--- config.mk ---
export PLATFORM = sky130hd
export DESIGN_NAME = one_shot_timer_pool
export DESIGN_NICKNAME = d
export VERILOG_FILES = /design/src/rtl/core/ostp_pkg.sv /design/src/rtl/core/ostp_cell.sv /design/src/rtl/core/one_shot_timer_pool.sv
export SDC_FILE = /design/constraint.sdc
export NUM_CORES = 2
export LEC_CHECK = 0
export BUFFER_PORTS_ARGS = -buffer_cell sky130_fd_sc_hd__buf_2
export CORE_MARGIN = 1.5
export CORE_UTILIZATION = 50
export CTS_BUF_LIST = sky130_fd_sc_hd__clkbuf_16
export DETAILED_ROUTE_END_ITERATION = 16
export GPL_TIMING_DRIVEN = 1
export PLACE_DENSITY = 0.66
export SETUP_SLACK_MARGIN = 0.05
export SLEW_MARGIN = 0
export SYNTH_ARGS = -nofsm -noshare
export SYNTH_HDL_FRONTEND = slang
export SYNTH_HIERARCHICAL = 1
export SYNTH_SLANG_ARGS = --single-unit
--- constraint.sdc ---
create_clock -name clk -period 12.9 [get_ports clk]
set_input_delay 2.58 -clock clk [delete_from_list [all_inputs] [get_ports clk]]
set_output_delay 2.58 -clock clk [all_outputs]
set_load 0.02 [all_outputs]
--- src/rtl/core/ostp_pkg.sv ---
// Package for the one-shot timer pool: sizes, codes and the slot entry type.
package ostp_pkg;

	// Pool depth and derived widths.
	localparam int TIMER_SLOTS = 16;
	localparam int SLOT_W      = (TIMER_SLOTS > 1) ? $clog2(TIMER_SLOTS) : 1;
	localparam int ID_W        = 7;
	localparam int WORD_W      = 32;

	// Input item kinds.
	localparam logic [1:0] MODE_ADD    = 2'd0;
	localparam logic [1:0] MODE_DELETE = 2'd1;
	localparam logic [1:0] MODE_TICK   = 2'd2;

	// Result kinds.
	typedef enum logic [1:0] {
		KIND_ACCEPTED = 2'd0,
		KIND_REJECTED = 2'd1,
		KIND_EXPIRED  = 2'd2
	} ostp_kind_t;

	// Controller states.
	typedef enum logic [1:0] {
		ST_IDLE  = 2'd0,
		ST_TICK  = 2'd1,
		ST_FLUSH = 2'd2
	} ostp_state_t;

	// Contents of one timer slot.
	typedef struct packed {
		logic              busy;
		logic              pend;
		logic [WORD_W-1:0] remaining;
		logic [WORD_W-1:0] handler;
		logic [WORD_W-1:0] argument;
	} ostp_entry_t;

	// Per-cell control from the controller.
	typedef struct packed {
		logic shift;
		logic load;
		logic del;
	} ostp_cell_ctrl_t;

endpackage

--- src/rtl/core/ostp_cell.sv ---
// One timer slot of the ring: holds an entry, loads it, marks it, or shifts it on.
module ostp_cell (
	input  logic                     clk,
	input  logic                     arst_n,
	input  ostp_pkg::ostp_cell_ctrl_t ctrl,
	input  ostp_pkg::ostp_entry_t    shift_in,
	input  ostp_pkg::ostp_entry_t    load_data,
	output ostp_pkg::ostp_entry_t    entry
);
	import ostp_pkg::*;

	logic              busy_q;
	logic              pend_q;
	logic [WORD_W-1:0] remaining_q;
	logic [WORD_W-1:0] handler_q;
	logic [WORD_W-1:0] argument_q;

	// Status bits are cleared by reset.
	always_ff @(posedge clk or negedge arst_n) begin
		if (!arst_n) begin
			busy_q <= 1'b0;
			pend_q <= 1'b0;
		end else if (ctrl.shift) begin
			busy_q <= shift_in.busy;
			pend_q <= shift_in.pend;
		end else if (ctrl.load) begin
			busy_q <= 1'b1;
			pend_q <= 1'b0;
		end else if (ctrl.del && busy_q) begin
			pend_q <= 1'b1;
		end
	end

	// Payload words need no reset; they are only read while the slot is busy.
	always_ff @(posedge clk) begin
		if (ctrl.shift) begin
			remaining_q <= shift_in.remaining;
			handler_q   <= shift_in.handler;
			argument_q  <= shift_in.argument;
		end else if (ctrl.load) begin
			remaining_q <= load_data.remaining;
			handler_q   <= load_data.handler;
			argument_q  <= load_data.argument;
		end
	end

	assign entry = '{busy: busy_q, pend: pend_q, remaining: remaining_q,
		handler: handler_q, argument: argument_q};

endmodule

--- src/rtl/core/one_shot_timer_pool.sv ---
// Top level of the one-shot timer pool: controller, head unit and ring of slot cells.
// An add or a delete is taken while idle with the output free; an add's beat is in the output register next cycle.
// A tick rotates the ring of TIMER_SLOTS cells once, one slot through the head unit per cycle while the
// output register is free, then passes through a flush state before the next item is taken.
// Expired beats wait in a holding register until the next expiry or the flush, so the final one carries last.
// Reset (arst_n low) frees every slot and empties the output; no clearing pass is needed.
module one_shot_timer_pool (
	input  logic                        clk,
	input  logic                        arst_n,
	input  logic                        in_valid,
	output logic                        in_ready,
	input  logic [1:0]                  mode,
	input  logic [ostp_pkg::WORD_W-1:0] duration,
	input  logic [ostp_pkg::WORD_W-1:0] elapsed,
	input  logic [ostp_pkg::WORD_W-1:0] handler_tag,
	input  logic [ostp_pkg::WORD_W-1:0] argument,
	input  logic [ostp_pkg::ID_W-1:0]   target_id,
	output logic                        out_valid,
	input  logic                        out_ready,
	output logic [1:0]                  kind,
	output logic [ostp_pkg::ID_W-1:0]   timer_id,
	output logic [ostp_pkg::WORD_W-1:0] expired_handler,
	output logic [ostp_pkg::WORD_W-1:0] expired_argument,
	output logic                        last
);
	import ostp_pkg::*;

	ostp_state_t       state_q, state_d;
	logic [SLOT_W-1:0] cnt_q;
	logic [WORD_W-1:0] elapsed_q;

	ostp_entry_t       cell_q    [TIMER_SLOTS];
	ostp_cell_ctrl_t   cell_ctrl [TIMER_SLOTS];
	logic [TIMER_SLOTS-1:0] busy_vec;
	logic [TIMER_SLOTS-1:0] pend_vec;

	// Output register.
	logic              out_valid_q;
	ostp_kind_t        kind_q;
	logic [ID_W-1:0]   timer_id_q;
	logic [WORD_W-1:0] handler_q;
	logic [WORD_W-1:0] argument_q;
	logic              last_q;

	// Holding register for the latest expiry of the running tick.
	logic              hold_v_q;
	logic [ID_W-1:0]   hold_id_q;
	logic [WORD_W-1:0] hold_handler_q;
	logic [WORD_W-1:0] hold_arg_q;

	logic              out_free;
	logic              in_beat;
	logic              step;
	logic              flush_push;

	// Controller outputs.
	logic              do_add;
	logic              do_del;
	logic              add_ok;
	logic              emit_add;
	logic              start_tick;

	logic              full;
	logic [SLOT_W-1:0] free_slot;
	logic [SLOT_W-1:0] del_slot;
	logic              del_valid;
	ostp_entry_t       new_entry;

	// Head unit signals.
	ostp_entry_t       head;
	ostp_entry_t       head_next;
	logic [WORD_W-1:0] rem_next;
	logic              head_live;
	logic              expire;
	logic [ID_W-1:0]   head_id;

	assign out_free = !out_valid_q || out_ready;
	assign in_ready = (state_q == ST_IDLE) && out_free;
	assign in_beat  = in_valid && in_ready;

	// Status vectors gathered from the cells.
	always_comb begin
		for (int i = 0; i < TIMER_SLOTS; i++) begin
			busy_vec[i] = cell_q[i].busy;
			pend_vec[i] = cell_q[i].pend;
		end
	end

	// Lowest free slot.
	always_comb begin
		free_slot = '0;
		for (int i = TIMER_SLOTS - 1; i >= 0; i--) begin
			if (!busy_vec[i]) begin
				free_slot = SLOT_W'(i);
			end
		end
	end
	assign full = &busy_vec;

	// Delete target decode: zero or an id above the pool matches nothing.
	assign del_valid = (target_id != '0) && (target_id <= ID_W'(TIMER_SLOTS));
	assign del_slot  = SLOT_W'(target_id - ID_W'(1));

	assign new_entry = '{busy: 1'b1, pend: 1'b0, remaining: duration,
		handler: handler_tag, argument: argument};

	// Head unit: saturating countdown and expiry of the slot at cell zero.
	assign head      = cell_q[0];
	assign rem_next  = (head.remaining > elapsed_q) ? (head.remaining - elapsed_q) : '0;
	assign head_live = head.busy && !head.pend;
	assign expire    = head_live && (rem_next == '0);
	assign head_id   = ID_W'(cnt_q) + ID_W'(1);
	assign head_next = '{busy: head_live && !expire, pend: 1'b0, remaining: rem_next,
		handler: head.handler, argument: head.argument};

	// Next state and controller outputs.
	always_comb begin
		state_d    = state_q;
		do_add     = 1'b0;
		do_del     = 1'b0;
		add_ok     = 1'b0;
		emit_add   = 1'b0;
		start_tick = 1'b0;
		step       = 1'b0;
		flush_push = 1'b0;
		case (state_q)
			ST_IDLE: begin
				if (in_beat) begin
					case (mode)
						MODE_ADD: begin
							emit_add = 1'b1;
							add_ok   = (duration != '0) && (handler_tag != '0) && !full;
							do_add   = add_ok;
						end
						MODE_DELETE: begin
							do_del = del_valid;
						end
						MODE_TICK: begin
							start_tick = 1'b1;
							state_d    = ST_TICK;
						end
						default: begin
						end
					endcase
				end
			end
			ST_TICK: begin
				if (out_free) begin
					step = 1'b1;
					if (cnt_q == SLOT_W'(TIMER_SLOTS - 1)) begin
						state_d = ST_FLUSH;
					end
				end
			end
			ST_FLUSH: begin
				if (!hold_v_q) begin
					state_d = ST_IDLE;
				end else if (out_free) begin
					flush_push = 1'b1;
					state_d    = ST_IDLE;
				end
			end
			default: begin
				state_d = ST_IDLE;
			end
		endcase
	end

	// Cell controls: the ring shifts towards cell zero on each tick step.
	always_comb begin
		for (int i = 0; i < TIMER_SLOTS; i++) begin
			cell_ctrl[i].shift = step;
			cell_ctrl[i].load  = do_add && (free_slot == SLOT_W'(i));
			cell_ctrl[i].del   = do_del && (del_slot == SLOT_W'(i));
		end
	end

	// Ring of slot cells; the head unit feeds the last one.
	for (genvar g = 0; g < TIMER_SLOTS; g++) begin : g_cell
		ostp_entry_t shift_src;
		if (g == TIMER_SLOTS - 1) begin : g_tail
			assign shift_src = head_next;
		end else begin : g_mid
			assign shift_src = cell_q[g + 1];
		end
		ostp_cell u_cell (
			.clk       (clk),
			.arst_n    (arst_n),
			.ctrl      (cell_ctrl[g]),
			.shift_in  (shift_src),
			.load_data (new_entry),
			.entry     (cell_q[g])
		);
	end

	// State, step counter and latched elapsed amount.
	always_ff @(posedge clk or negedge arst_n) begin
		if (!arst_n) begin
			state_q <= ST_IDLE;
			cnt_q   <= '0;
		end else begin
			state_q <= state_d;
			if (step) begin
				cnt_q <= (cnt_q == SLOT_W'(TIMER_SLOTS - 1)) ? '0 : (cnt_q + SLOT_W'(1));
			end
		end
	end

	always_ff @(posedge clk) begin
		if (start_tick) begin
			elapsed_q <= elapsed;
		end
	end

	// Holding register valid flag: it empties only when its beat moves to the output.
	always_ff @(posedge clk or negedge arst_n) begin
		if (!arst_n) begin
			hold_v_q <= 1'b0;
		end else if (step && expire) begin
			hold_v_q <= 1'b1;
		end else if (flush_push) begin
			hold_v_q <= 1'b0;
		end
	end

	always_ff @(posedge clk) begin
		if (step && expire) begin
			hold_id_q      <= head_id;
			hold_handler_q <= head.handler;
			hold_arg_q     <= head.argument;
		end
	end

	// Output register valid flag: a new beat enters only when the register is free.
	always_ff @(posedge clk or negedge arst_n) begin
		if (!arst_n) begin
			out_valid_q <= 1'b0;
		end else if (emit_add || flush_push || (step && expire && hold_v_q)) begin
			out_valid_q <= 1'b1;
		end else if (out_ready) begin
			out_valid_q <= 1'b0;
		end
	end

	// Output payload.
	always_ff @(posedge clk) begin
		if (emit_add) begin
			kind_q     <= add_ok ? KIND_ACCEPTED : KIND_REJECTED;
			timer_id_q <= add_ok ? (ID_W'(free_slot) + ID_W'(1)) : '0;
			handler_q  <= '0;
			argument_q <= '0;
			last_q     <= 1'b1;
		end else if (flush_push || (step && expire && hold_v_q)) begin
			kind_q     <= KIND_EXPIRED;
			timer_id_q <= hold_id_q;
			handler_q  <= hold_handler_q;
			argument_q <= hold_arg_q;
			last_q     <= flush_push;
		end
	end

	assign out_valid        = out_valid_q;
	assign kind             = kind_q;
	assign timer_id         = timer_id_q;
	assign expired_handler  = handler_q;
	assign expired_argument = argument_q;
	assign last             = last_q;

	// The holding register is empty whenever the controller is idle.
	assert property (@(posedge clk) disable iff (!arst_n)
		(state_q == ST_IDLE) |-> !hold_v_q)
		else $error("holding register still full while idle");

	// The ring is back in its home position whenever the controller is idle.
	assert property (@(posedge clk) disable iff (!arst_n)
		(state_q == ST_IDLE) |-> (cnt_q == '0))
		else $error("slot ring not at home position while idle");

	// A slot pending removal is always busy.
	assert property (@(posedge clk) disable iff (!arst_n)
		(pend_vec & ~busy_vec) == '0)
		else $error("pending removal on a free slot");

	// Add results are always the final beat of their item.
	assert property (@(posedge clk) disable iff (!arst_n)
		(out_valid_q && kind_q != KIND_EXPIRED) |-> last_q)
		else $error("add result without last");

endmodule
==> results.md <==
- complete, no violations — status
- 134 MHz — fmax
- 396 um — height of the chip
- 271 uV — peak supply drop
- 5.89 — routed vias/inst
- 0 — Remaining DRCs
- clkbuf_16 — clock root buffer
- 24.2 mW — final total power
- 5 — count of buffer and inverter cells on the critical path
- 1.27 ns — worst-margin pin slew
- 43.1% — ratio of cells with drive above 1 in the final layout
- 144 — num rows
- 32.1% — power share of the combinational group
- 286 nW/um^2 — total power density per cell area
- 97.2 mm — dpl hpwl
- 0.880 — last weighted congestion value of the routability-driven placer
- 28 — initial antenna violation count
- 0 — MaxCap Viol Count
- 50.3% — initial core utilization
- 25.0 um — detail-routed net length per standard cell
- 20.7% — clock network fraction of total power
- 0 — gr ovfl total
- 4557 — Post-Syn Instances
- input port — Critical Path Source Type
- 84700 sq um — final design area excluding fillers
- 0.81 ns — highest cell delay on the worst timing path
- 0 — number of nets with antenna violations after routing
- edfxtp_1 — most common library cell in the layout ignoring fill and taps
- 40700 — count of vias placed by the detailed router
- in -> reg — critical path class
- 0 — number of setup violations in the final report
- 17.0 sq um — average cell area after synthesis
- 0.84 ns — insertion delay to the later sink of the worst-skew pair
- 3 — deepest clock path buffer count
- 157000 sq um — overall die area
- 0 — hold-fix buffers at CTS
- 0 — number of cells upsized or downsized after cts
- 3913 — first-iteration detailed-routing DRC count
- 39900 — number of global-route vias before repair
- simple AND/OR/NAND/NOR gates — dominant delay contributor by cell family on the critical path
- 15.3% — Rel. slew slack
- 57.8% — ratio of final minimum period to clock period
- reg -> reg — type of the tightest min-delay check
- 154000 sq um — floorplan core area
- 178 — CTS Buf Count
- 173 mm — Total Wirelength
- 1749 — # clock sinks
- buf_2 -> nor2b_1 -> nor3_1 -> nand2_1 -> nor3_2 -> buf_4 -> inv_2 -> nor3_1 -> nand2_1 -> nor3_1 -> or2_4 -> buf_4 -> buf_4 — cell chain of the critical path
- 0 — post-CTS repair timing setup buffer count
- 13.32 ns — Req. time, crit path
- 396 um — Die Width
- 7.88 ns — CP arrival
- done — clock tree from TritonCTS
- 190 — maximum number of pins on one net before global-route repair
- 30.4% — switching part of the total
- flip-flop — kind of end point of the critical path
- buf_4 — cell at the slowest stage of the critical path
- 0 ns — setup TNS
- 29.5 nW — P_leak
- 6 — Synth Warn #
- 7.35 mW — sw power
- 214 — count of input and output buffers
- 4892 — Post-layout nets
- 217 — io pins
- edfxtp_1, mux2_2, buf_2 — most frequent cells in the layout
- 77400 sq um — combined area of all synthesized cells
- 21.9% — Tot GR Track Use
- 4.66 ns — Post-Place Worst Slack
- 66 — CP Max Fanout
- 16.8 mW — cell-internal power
- 259 mm — wire length of the first global-routing pass
- 5.44 ns — final worst setup slack
- 7.46 ns — post-layout min period
- 0 — number of pins exceeding their max-slew limit in the final report
- 79000 sq um — area of placed instances
- 0 — hold violation count in the final report
- 0.06 ns — clock transition at the registers of the reported paths
- 5 — first drt pass iteration count
- 9.48% — P&R area growth vs syn
- false — setup repair after global routing missed its margin
- 0.0397 ns — setup skew after layout
- 4 — Clock H-tree levels
- 47.2% — portion of total power attributed to sequential cells
[state kept, by name (all words and copies together), names as in the netlist, 32 cells and up]
name	cells
expired_handler	32
hold_handler_q	32
hold_arg_q	32
elapsed_q	32
expired_argument	32
g_cell.u_cell/handler_q	512
g_cell.u_cell/remaining_q	512
g_cell.u_cell/argument_q	512
[metal layers]
metal  share of wire (%)  GRT usage [%]  vias to the layer above
met1                  46           33.0                    21000
met2                  45           32.8                     1198
met5               0.043              0                        -
met3                 6.2           3.67                      248
met4                 2.0           5.88                       12
li1                    -              -                    18200
[power by group through the flow]
stage / logic, mW / clock network (mW) / registers [mW]
after floorplan: 6.30 / 0 / 11.1
after global placement: 7.63 / 0 / 11.5
after detailed placement: 7.77 / 0 / 11.5
after CTS: 7.81 / 5.13 / 11.4
after global routing: 8.36 / 5.33 / 11.7
final: 7.77 / 5.01 / 11.4
[metrics by stage]
step / hold WS, ns / utilization, % / instances
2_1_floorplan: 0.420 / - / 4559
3_3_place_gp: 0.428 / 51.4 / 6577
3_5_place_dp: 0.431 / 51.4 / 6577
4_1_cts: 0.443 / 55.0 / 6900
5_1_grt: 0.452 / 55.0 / 6903
6_report: 0.445 / 55.0 / 6909
[final timing paths]
| kind | from | depth (start not counted) | endpoint | slack, ns |
|---|---|---|---|---|
| min in group asynchronous | arst_n | 1 | g_cell[2].u_cell/pend_q | 1.92 |
| setup reg to reg | out_valid | 12 | g_cell[15].u_cell/argument_q[1] | 6.67 |
| hold reg to reg | g_cell[0].u_cell/handler_q[26] | 0 | hold_handler_q[26] | 0.44 |
| setup / recovery | out_ready | 13 | g_cell[15].u_cell/argument_q[1] | 5.44 |
| hold / removal | g_cell[0].u_cell/handler_q[26] | 0 | hold_handler_q[26] | 0.44 |
| max in group asynchronous | arst_n | 1 | hold_v_q | 10.25 |
[worst register-to-register path: cells and delay by family (launching register included)]
| kind | cells | cell delay, ns |
|---|---|---|
| and+or+nand+nor | 8 | 2.93 |
| DFF | 1 | 0.47 |
| buffers and inverters | 4 | 2.37 |
[area by class of cell]
class,count,area (sq um)
Fill cell,12300,69200
Inverter,51,199
Tap cell,2044,2560
Timing Repair Buffer,262,1460
Sequential cell,1749,51700
Multi-Input combinational cell,2471,23100
Antenna cell,9,22.5
Clock inverter,142,1120
Clock buffer,181,4530
(Power assumes the default switching activity.)
